**config.mk**
```make
export PLATFORM = sky130hd
export DESIGN_NAME = pfde_seq
export DESIGN_NICKNAME = d
export VERILOG_FILES = /design/src/rtl/pfde_pkg.sv /design/src/rtl/pfde_seq.sv
export SDC_FILE = /design/constraint.sdc
export NUM_CORES = 1
export LEC_CHECK = 0
export BUFFER_PORTS_ARGS = -buffer_cell sky130_fd_sc_hd__buf_2
export CORE_UTILIZATION = 39
export CTS_CLUSTER_SIZE = 25
export DETAILED_ROUTE_END_ITERATION = 10
export PLACE_DENSITY = 0.76
export SLEW_MARGIN = 20
export SYNTH_ARGS = -nofsm -noshare
export SYNTH_HDL_FRONTEND = slang
export SYNTH_SLANG_ARGS = --single-unit
export TNS_END_PERCENT = 50
```
**constraint.sdc**
```tcl
create_clock -name clk -period 1.5 [get_ports clk]
set_input_delay 0.15 -clock clk [delete_from_list [all_inputs] [get_ports clk]]
set_output_delay 0.15 -clock clk [all_outputs]
set_load 0.1 [all_outputs]
```
**src/rtl/pfde_pkg.sv**
```systemverilog
// Shared types, constants, glyph ROM and microcode ROM of the draw engine.
`default_nettype none
package pfde_pkg;

  typedef struct packed {
    logic [1:0] mode;
    logic [6:0] col_x;
    logic [5:0] row_y;
    logic [1:0] pixel_op;
    logic [2:0] text_page;
    logic [7:0] char_code;
  } req_t;

  typedef struct packed {
    logic       is_data;
    logic [7:0] lcd_byte;
    logic       last;
  } lcd_t;

  // request modes
  localparam logic [1:0] MODE_PIXEL = 2'd0;
  localparam logic [1:0] MODE_TEXT  = 2'd1;
  localparam logic [1:0] MODE_CHAR  = 2'd2;

  // pixel operations
  localparam logic [1:0] POP_CLEAR  = 2'd0;
  localparam logic [1:0] POP_SET    = 2'd1;
  localparam logic [1:0] POP_INVERT = 2'd2;

  // controller command bases
  localparam logic [7:0] CMD_PAGE   = 8'hB0;
  localparam logic [7:0] CMD_COL_HI = 8'h10;
  localparam logic [7:0] CMD_COL_LO = 8'h0F;

  localparam logic [7:0] FIRST_GLYPH = 8'd32;  // space
  localparam logic [7:0] END_GLYPH   = 8'd131;
  localparam logic [2:0] GLYPH_WIDTH = 3'd5;   // last column index is the blank one

  typedef logic [4:0][7:0] glyph_t;  // element 4 is the leftmost column

  typedef logic [3:0] step_t;

  localparam step_t ST_FETCH    = 4'd0;
  localparam step_t ST_PIX      = 4'd1;
  localparam step_t ST_PIX_ADDR = 4'd2;
  localparam step_t ST_PIX_RD   = 4'd3;
  localparam step_t ST_PIX_MOD  = 4'd4;
  localparam step_t ST_PIX_WR   = 4'd5;
  localparam step_t ST_PIX_CHI  = 4'd6;
  localparam step_t ST_PIX_CLO  = 4'd7;
  localparam step_t ST_PIX_DAT  = 4'd8;
  localparam step_t ST_POS      = 4'd9;
  localparam step_t ST_POS_CUR  = 4'd10;
  localparam step_t ST_POS_CHI  = 4'd11;
  localparam step_t ST_POS_CLO  = 4'd12;
  localparam step_t ST_CHR      = 4'd13;
  localparam step_t ST_CHR_COL  = 4'd14;

  typedef enum logic [1:0] {RAW_NONE, RAW_PIX, RAW_TXT} raw_sel_t;
  typedef enum logic [1:0] {WR_NONE, WR_PIXEL, WR_CHAR} wr_sel_t;
  typedef enum logic [2:0] {
    EM_NONE, EM_PAGE_PIX, EM_PAGE_TXT, EM_COL_HI, EM_COL_LO, EM_PIXEL, EM_CHAR
  } emit_t;
  typedef enum logic [1:0] {LS_NO, LS_YES, LS_COL} last_sel_t;
  typedef enum logic [1:0] {SQ_NEXT, SQ_GOTO, SQ_LOOP, SQ_DISPATCH} seq_t;

  typedef struct packed {
    logic      wait_in;
    raw_sel_t  raw_sel;
    logic      ld_addr;
    logic      ld_cursor;
    logic      mem_rd;
    logic      ld_data;
    wr_sel_t   mem_wr;
    emit_t     emit;
    last_sel_t last;
    logic      ld_glyph;
    logic      clr_col;
    logic      adv_col;
    seq_t      seq;
    step_t     target;
  } ctrl_t;

  typedef struct packed {
    logic       req_valid;
    logic       out_blocked;
    logic       clearing;
    logic       col_last;
    logic [1:0] mode;
  } stat_t;

  function automatic ctrl_t ucode(input step_t step);
    ctrl_t cw;
    cw = '0;
    case (step)
      ST_FETCH: begin
        cw.wait_in = 1'b1;
        cw.seq     = SQ_DISPATCH;
      end
      ST_PIX:      cw.raw_sel = RAW_PIX;
      ST_PIX_ADDR: cw.ld_addr = 1'b1;
      ST_PIX_RD:   cw.mem_rd  = 1'b1;
      ST_PIX_MOD:  cw.ld_data = 1'b1;
      ST_PIX_WR: begin
        cw.mem_wr = WR_PIXEL;
        cw.emit   = EM_PAGE_PIX;
      end
      ST_PIX_CHI:  cw.emit = EM_COL_HI;
      ST_PIX_CLO:  cw.emit = EM_COL_LO;
      ST_PIX_DAT: begin
        cw.emit   = EM_PIXEL;
        cw.last   = LS_YES;
        cw.seq    = SQ_GOTO;
        cw.target = ST_FETCH;
      end
      ST_POS:      cw.raw_sel = RAW_TXT;
      ST_POS_CUR: begin
        cw.ld_cursor = 1'b1;
        cw.emit      = EM_PAGE_TXT;
      end
      ST_POS_CHI:  cw.emit = EM_COL_HI;
      ST_POS_CLO: begin
        cw.emit   = EM_COL_LO;
        cw.last   = LS_YES;
        cw.seq    = SQ_GOTO;
        cw.target = ST_FETCH;
      end
      ST_CHR: begin
        cw.ld_glyph = 1'b1;
        cw.clr_col  = 1'b1;
      end
      ST_CHR_COL: begin
        cw.mem_wr  = WR_CHAR;
        cw.emit    = EM_CHAR;
        cw.last    = LS_COL;
        cw.adv_col = 1'b1;
        cw.seq     = SQ_LOOP;
        cw.target  = ST_CHR_COL;
      end
      default: begin
        cw.seq    = SQ_GOTO;
        cw.target = ST_FETCH;
      end
    endcase
    return cw;
  endfunction

  // 5x7 font, columns left to right; codes without a glyph are blank
  function automatic glyph_t glyph_cols(input logic [7:0] code);
    glyph_t g;
    case (code)
      8'd33:  g = 40'h00004F0000;
      8'd34:  g = 40'h0007000700;
      8'd35:  g = 40'h147F147F14;
      8'd36:  g = 40'h242A7F2A12;
      8'd37:  g = 40'h2313086462;
      8'd38:  g = 40'h3649552240;
      8'd39:  g = 40'h0005030000;
      8'd40:  g = 40'h001C224100;
      8'd41:  g = 40'h0041221C00;
      8'd42:  g = 40'h14083E0814;
      8'd43:  g = 40'h08083E0808;
      8'd44:  g = 40'h0050300000;
      8'd45:  g = 40'h0808080808;
      8'd46:  g = 40'h0060600000;
      8'd47:  g = 40'h2010080402;
      8'd48:  g = 40'h3E5149453E;
      8'd49:  g = 40'h00427F4000;
      8'd50:  g = 40'h4261514946;
      8'd51:  g = 40'h2141454B31;
      8'd52:  g = 40'h1814127F10;
      8'd53:  g = 40'h2745454539;
      8'd54:  g = 40'h3C4A494930;
      8'd55:  g = 40'h0171090503;
      8'd56:  g = 40'h3649494936;
      8'd57:  g = 40'h064949291E;
      8'd58:  g = 40'h0036360000;
      8'd59:  g = 40'h0056360000;
      8'd60:  g = 40'h0814224100;
      8'd61:  g = 40'h1414141414;
      8'd62:  g = 40'h0041221408;
      8'd63:  g = 40'h020151093E;
      8'd64:  g = 40'h324979413E;
      8'd65:  g = 40'h7E1111117E;
      8'd66:  g = 40'h7F49494936;
      8'd67:  g = 40'h3E41414122;
      8'd68:  g = 40'h7F4141221C;
      8'd69:  g = 40'h7F49494941;
      8'd70:  g = 40'h7F09090901;
      8'd71:  g = 40'h3E4149493A;
      8'd72:  g = 40'h7F0808087F;
      8'd73:  g = 40'h00417F4100;
      8'd74:  g = 40'h2040413F01;
      8'd75:  g = 40'h7F08142241;
      8'd76:  g = 40'h7F40404040;
      8'd77:  g = 40'h7F020C027F;
      8'd78:  g = 40'h7F0408107F;
      8'd79:  g = 40'h3E4141413E;
      8'd80:  g = 40'h7F09090906;
      8'd81:  g = 40'h3E4151215E;
      8'd82:  g = 40'h7F09192946;
      8'd83:  g = 40'h4649494931;
      8'd84:  g = 40'h01017F0101;
      8'd85:  g = 40'h3F4040403F;
      8'd86:  g = 40'h1F2040201F;
      8'd87:  g = 40'h3F4070403F;
      8'd88:  g = 40'h6314081463;
      8'd89:  g = 40'h0708700807;
      8'd90:  g = 40'h6151494543;
      8'd91:  g = 40'h007F414100;
      8'd92:  g = 40'h0204081020;
      8'd93:  g = 40'h0041417F00;
      8'd94:  g = 40'h0402010204;
      8'd95:  g = 40'h4040404040;
      8'd96:  g = 40'h0001020400;
      8'd97:  g = 40'h2054545478;
      8'd98:  g = 40'h7F44444438;
      8'd99:  g = 40'h3844444420;
      8'd100: g = 40'h384444487F;
      8'd101: g = 40'h3854545418;
      8'd102: g = 40'h087E090102;
      8'd103: g = 40'h0C5252523E;
      8'd104: g = 40'h7F08040478;
      8'd105: g = 40'h00447D4000;
      8'd106: g = 40'h2040443D00;
      8'd107: g = 40'h7F10284400;
      8'd108: g = 40'h00417F4000;
      8'd109: g = 40'h7C04180478;
      8'd110: g = 40'h7C08040478;
      8'd111: g = 40'h3844444438;
      8'd112: g = 40'h7C14141408;
      8'd113: g = 40'h081414187C;
      8'd114: g = 40'h7C08040408;
      8'd115: g = 40'h4854545420;
      8'd116: g = 40'h043F444020;
      8'd117: g = 40'h3C4040207C;
      8'd118: g = 40'h1C2040201C;
      8'd119: g = 40'h3C4020403C;
      8'd120: g = 40'h4428102844;
      8'd121: g = 40'h0C5050503C;
      8'd122: g = 40'h4464544C44;
      8'd123: g = 40'h0008364100;
      8'd124: g = 40'h00007F0000;
      8'd125: g = 40'h0041360800;
      8'd126: g = 40'h0C041C1018;
      8'd128: g = 40'h08082A1C08;
      8'd129: g = 40'h081C2A0808;
      8'd130: g = 40'h0705070000;
      default: g = '0;
    endcase
    return g;
  endfunction

endpackage
`default_nettype wire

```
**src/rtl/pfde_seq.sv**
```systemverilog
// Microcode sequencer: step counter, control ROM and branch logic.
`default_nettype none
module pfde_seq (
  input  wire logic            clk,
  input  wire logic            rst,
  input  wire pfde_pkg::stat_t st,
  output pfde_pkg::ctrl_t      cw,
  output logic                 go
);

  pfde_pkg::step_t step, step_next;

  assign cw = pfde_pkg::ucode(step);

  // a step holds while it waits for a request or the end of the clearing sweep, or for room in the output register
  assign go = !(cw.wait_in && (!st.req_valid || st.clearing)) &&
              !((cw.emit != pfde_pkg::EM_NONE) && st.out_blocked);

  always_comb begin
    step_next = step;
    if (go) begin
      case (cw.seq)
        pfde_pkg::SQ_NEXT: step_next = pfde_pkg::step_t'(step + 1'b1);
        pfde_pkg::SQ_GOTO: step_next = cw.target;
        pfde_pkg::SQ_LOOP: step_next = st.col_last ? pfde_pkg::ST_FETCH : cw.target;
        pfde_pkg::SQ_DISPATCH: begin
          case (st.mode)
            pfde_pkg::MODE_PIXEL: step_next = pfde_pkg::ST_PIX;
            pfde_pkg::MODE_TEXT:  step_next = pfde_pkg::ST_POS;
            pfde_pkg::MODE_CHAR:  step_next = pfde_pkg::ST_CHR;
            default:              step_next = pfde_pkg::ST_FETCH;
          endcase
        end
        default: step_next = pfde_pkg::ST_FETCH;
      endcase
    end
  end

  always_ff @(posedge clk) begin
    if (rst) step <= pfde_pkg::ST_FETCH;
    else     step <= step_next;
  end

endmodule
`default_nettype wire

```
==> results of run 1 <==
-- metrics by stage --
step,util (%),hold slack (ps),area [sq um]
3_3_place_gp,92.8,357,1380
2_1_floorplan,-,212,860
3_5_place_dp,92.8,381,1380
-- synth_stat cells (4+ instances only) --
master / n
dfxtp_1: 4
and2_1: 5
a211oi_1: 4
a21oi_1: 8
ha_1: 6
inv_1: 8
buf_4: 8
nor2_1: 5
o21ai_0: 5
-- logic make-up after synthesis --
family / count (synthesis) / synth area share (%)
adders and majority gates: 6 / 12.1
other: 1 / 0.605
buffers and inverters: 20 / 17.8
DFF: 4 / 12.9
AOI/OAI and AO/OA: 26 / 27.5
and+or+nand+nor: 31 / 29.1
==> impl_metrics.xml, run 1 <==
<?xml version="1.0" encoding="UTF-8"?>
<metrics>
  <group name="cts">
    <metric name="cts.path.max_buffers" unit="">2</metric>
    <metric name="cts-hold-fix-buffers" unit="">0</metric>
    <metric name="cts.repair.resized" unit="">36</metric>
    <metric name="clk_root_buffer_cell" unit="">clkbuf_4</metric>
    <metric name="numClockSinks" unit="">4</metric>
    <metric name="cts-buffers-inserted" unit="">3</metric>
    <metric name="cts-htree-levels" unit="">1</metric>
    <metric name="post-cts-setup-buffers" unit="">8</metric>
  </group>
  <group name="synth">
    <metric name="synthDistinctLibCells" unit="">32</metric>
    <metric name="synth_flop_cell" unit="">dfxtp_1</metric>
    <metric name="total_of_flip_flops_plus_latches_after_synthesis" unit="">4</metric>
    <metric name="syn_area" unit="sq um">619</metric>
    <metric name="mapped_nets" unit="">102</metric>
    <metric name="post_synth_inst_count" unit="">88</metric>
    <metric name="synth-edff-count" unit="">0</metric>
    <metric name="synth.avg_cell_area" unit="sq um">7.04</metric>
    <metric name="area_share_of_the_largest_cell_type_after_synthesis" unit="%">12.9</metric>
    <metric name="ys_warn_count" unit="">0</metric>
    <metric name="yosys.area.top_type" unit="">dfxtp_1</metric>
    <metric name="sequential_fraction_of_the_synthesis_area" unit="%">12.9</metric>
    <metric name="postSynth.asyncResetShare" unit="%">0</metric>
    <metric name="synth.area.top_cells" unit="">dfxtp_1 (13%), ha_1 (12%), buf_4 (9.7%), a21oi_1 (6.5%), and2_1 (5.1%)</metric>
  </group>
  <group name="placed_design">
    <metric name="place.gp.congestion" unit="">0.894</metric>
    <metric name="placedCellCount" unit="">143</metric>
    <metric name="place_hpwl" unit="microns">2030</metric>
    <metric name="placement.io_buffers" unit="">30</metric>
    <metric name="post-place-ws" unit="ps">-224</metric>
  </group>
  <group name="floorplan">
    <metric name="fp-row-count" unit="">14</metric>
    <metric name="fp.dieW" unit="microns">41.9</metric>
    <metric name="die-height" unit="microns">41.9</metric>
    <metric name="initial_utilization" unit="%">41.6</metric>
    <metric name="num_io_pins" unit="">32</metric>
  </group>
  <group name="status">
    <metric name="failing_step" unit="">clock tree synthesis (4_1_cts)</metric>
    <metric name="firstError" unit="">[ERROR DPL-0038] Utilization greater than 100%, impossible to legalize</metric>
    <metric name="outcome" unit="">aborted with a tool error</metric>
  </group>
</metrics>
==> inputs of run 2 (changes only) <==
Settings changed: CORE_AREA from default to 2 2 63 65, CORE_UTILIZATION 39 to default, CTS_CLUSTER_SIZE 25 to default, DIE_AREA from default to 0 0 65 67, PLACE_DENSITY 0.76 to default, PLACE_DENSITY_LB_ADDON from default to 0.15.
Clock period 1.5 ns to 2 ns, I/O delays scaled along.
==> impl_metrics.xml, run 2 <==
<?xml version="1.0" encoding="UTF-8"?>
<metrics>
  <group name="setup_path">
    <metric name="r2r_endpoint" unit="">step[1]</metric>
    <metric name="required" unit="ps">1800</metric>
    <metric name="crit_fanout" unit="">8</metric>
    <metric name="timing.reg2reg.setup_slack" unit="ps">230</metric>
    <metric name="arrival" unit="ps">1710</metric>
    <metric name="worst_r2r_path_depth" unit="">8</metric>
    <metric name="rr_startpoint" unit="">step[1]</metric>
    <metric name="timing.critical_path.from_type" unit="">flip-flop</metric>
    <metric name="worstSetupEndpointType" unit="">output pin</metric>
    <metric name="setup.worst_path.start" unit="">step[1]</metric>
    <metric name="criticalPathCategory" unit="">reg2out</metric>
  </group>
  <group name="floorplan">
    <metric name="initial_utilization" unit="%">17.2</metric>
    <metric name="fp-row-count" unit="">22</metric>
    <metric name="num_io_pins" unit="">32</metric>
    <metric name="die-height" unit="microns">67</metric>
    <metric name="design.core.area" unit="sq mm">0.00361</metric>
    <metric name="fp.dieW" unit="microns">65</metric>
    <metric name="die_area" unit="sq mm">0.00436</metric>
  </group>
  <group name="synth">
    <metric name="synth_xor_xnor_area_share" unit="%">0</metric>
    <metric name="total_of_flip_flops_plus_latches_after_synthesis" unit="">4</metric>
    <metric name="synthDistinctLibCells" unit="">32</metric>
    <metric name="yosys.area.top_type" unit="">dfxtp_1</metric>
    <metric name="sequential_fraction_of_the_synthesis_area" unit="%">12.9</metric>
    <metric name="area_share_of_the_largest_cell_type_after_synthesis" unit="%">12.9</metric>
    <metric name="synth_compound_area_share" unit="%">27.5</metric>
    <metric name="synth-edff-count" unit="">0</metric>
    <metric name="post_synth_inst_count" unit="">88</metric>
    <metric name="ys_warn_count" unit="">0</metric>
    <metric name="post_synth_most_frequent_cells" unit="">a21oi_1 (8), buf_4 (8), inv_1 (8)</metric>
    <metric name="syn_area" unit="sq um">619</metric>
    <metric name="synth.avg_cell_area" unit="sq um">7.04</metric>
    <metric name="synth.area.top_cells" unit="">dfxtp_1 (13%), ha_1 (12%), buf_4 (9.7%), a21oi_1 (6.5%), and2_1 (5.1%)</metric>
    <metric name="mapped_nets" unit="">102</metric>
    <metric name="synth_flop_cell" unit="">dfxtp_1</metric>
    <metric name="synth_top_family_by_area" unit="">simple AND/OR/NAND/NOR gates</metric>
    <metric name="synth_adder_area_share" unit="%">12.1</metric>
    <metric name="postSynth.asyncResetShare" unit="%">0</metric>
    <metric name="synth_simple_gate_area_share" unit="%">29.1</metric>
    <metric name="share_of_cell_area_taken_by_muxes_after_synthesis" unit="%">0</metric>
  </group>
  <group name="global_route">
    <metric name="grt_util_all_layers" unit="%">9.04</metric>
    <metric name="grt_antenna_before_repair" unit="">0</metric>
    <metric name="grt_remaining_overflow" unit="">0</metric>
    <metric name="first_global_vias" unit="">651</metric>
    <metric name="grt_pass1_wl" unit="microns">3100</metric>
    <metric name="grt_max_degree" unit="">10</metric>
  </group>
  <group name="status">
    <metric name="outcome" unit="">completed</metric>
  </group>
  <group name="cts">
    <metric name="cts-hold-fix-buffers" unit="">0</metric>
    <metric name="cts_tree" unit="">done</metric>
    <metric name="clk_root_buffer_cell" unit="">clkbuf_8</metric>
    <metric name="insertion_delay" unit="ps">210</metric>
    <metric name="post_cts_clock_slew_at_the_launch_and_capture_registers_of_the_worst_setup_and_hold_paths" unit="ps">30</metric>
    <metric name="cts.path.max_buffers" unit="">2</metric>
    <metric name="cts-buffers-inserted" unit="">3</metric>
    <metric name="numClockSinks" unit="">4</metric>
    <metric name="cts-htree-levels" unit="">1</metric>
  </group>
  <group name="timing">
    <metric name="min_period" unit="ps">1910</metric>
    <metric name="finClkSkew" unit="ps">0.123</metric>
    <metric name="finalSetupViolations" unit="">0</metric>
    <metric name="timing.final.max_slew_violations" unit="">0</metric>
    <metric name="max_clock_freq" unit="MHz">525</metric>
    <metric name="final.setup.worst_slack" unit="ps">94.3</metric>
    <metric name="report.final.hold_viol_count" unit="">0</metric>
    <metric name="period_utilization_post_route" unit="%">95.3</metric>
  </group>
  <group name="drt">
    <metric name="drt-wirelength-per-cell" unit="microns">11.7</metric>
    <metric name="dr.pass1.iters" unit="">4</metric>
    <metric name="antenna_left" unit="">0</metric>
    <metric name="vias" unit="">682</metric>
    <metric name="drt-initial-drc-count" unit="">15</metric>
    <metric name="drc" unit="">0</metric>
    <metric name="viasPerCell" unit="">4.13</metric>
    <metric name="postRouteWirelength" unit="microns">1940</metric>
  </group>
  <group name="layout">
    <metric name="fillers" unit="">392</metric>
    <metric name="n_antenna_cell" unit="">0</metric>
    <metric name="final_cell_mix" unit="">buf_2 (16), buf_12 (14), a21oi_1 (7), buf_4 (6)</metric>
    <metric name="drive_gt1_share" unit="%">49.6</metric>
    <metric name="largest_register_ffs" unit="">4</metric>
    <metric name="finish.net_count" unit="">133</metric>
    <metric name="layout.area.seq" unit="sq um">85.1</metric>
    <metric name="multi_input_area" unit="sq um">490</metric>
    <metric name="registers.top_by_ff_count" unit="">step</metric>
    <metric name="finish.cell_count_without_fillers" unit="">165</metric>
    <metric name="utilization" unit="%">31.4</metric>
    <metric name="top_regs" unit="">step (4)</metric>
    <metric name="area_growth_syn_to_layout" unit="%">83.0</metric>
    <metric name="final_common_cell" unit="">buf_2</metric>
    <metric name="fin_area" unit="sq mm">0.00113</metric>
  </group>
  <group name="placed_design">
    <metric name="place_hpwl" unit="microns">1560</metric>
    <metric name="post-place-ws" unit="ps">109</metric>
    <metric name="placedCellCount" unit="">161</metric>
    <metric name="detailed_place.area" unit="sq mm">0.00104</metric>
    <metric name="place.gp.congestion" unit="">0.768</metric>
    <metric name="placement.io_buffers" unit="">30</metric>
  </group>
  <group name="hold_path">
    <metric name="min_path_cells" unit="">2</metric>
    <metric name="worstHoldStart" unit="">rst</metric>
    <metric name="holdPathEnd" unit="">step[0]</metric>
    <metric name="worst_min_delay_path_class" unit="">in2reg</metric>
  </group>
  <group name="job">
    <metric name="max_cap_viol" unit="">0</metric>
  </group>
</metrics>
run 2: cells by family after synthesis:
logic type	after synthesis
compound gates	26
fa+ha+maj	6
buf+inv	20
flops	4
other cells	1
simple gates	31
run 2: area by class of cell:
| type | instances | area share, % |
|---|---|---|
| repair buffers | 37 | 36.8 |
| clock buffers | 3 | 3.64 |
| flip-flops and latches | 4 | 7.51 |
| well taps | 48 | 5.30 |
| inverters | 9 | 3.53 |
| multi-input cells | 64 | 43.3 |
run 2: worst max-delay path, stage by stage, from the launching register on:
cell,delay (ps)
dfxtp_2,380
inv_2,90
ha_4,190
o21a_1,180
o221ai_1,200
nand3_2,150
clkinvlp_4,130
buf_12,170
run 2: how the worst max path moves through the flow:
| stage | end | slack [ps] | cells past startpoint |
|---|---|---|---|
| after global routing | go | -9 | 7 |
| after detailed placement | go | 110 | 7 |
| after CTS | cw[2] | 10 | 7 |
| after global placement | step[2] | 130 | 7 |
| final | go | 90 | 7 |
| after floorplan | cw[4] | -480 | 5 |
run 2: per-stage QoR:
step | TNS [ps] | hold slack (ps)
floorplan | -2390 | 269
global placement | 0 | 431
detailed placement | 0 | 425
CTS | 0 | 200
global route | -8.60 | 225
finish | 0 | 209
run 2: what timing repair did:
action	4_1_cts	5_1_grt
resized for setup	4	8
buffers inserted	1	0
pin swaps	1	0
endpoints found under the setup margin	1	14
run 2: metal layers:
layer	share of wire [%]	track usage (%)
met5	0	0
met4	0	3.19
met3	6.8	2.36
met2	44	13.3
met1	49	12.6
Power of run 2 is left out: the tool's default activity adds up to more than one toggle a clock period on the data nets, which glitch-free logic cannot reach.
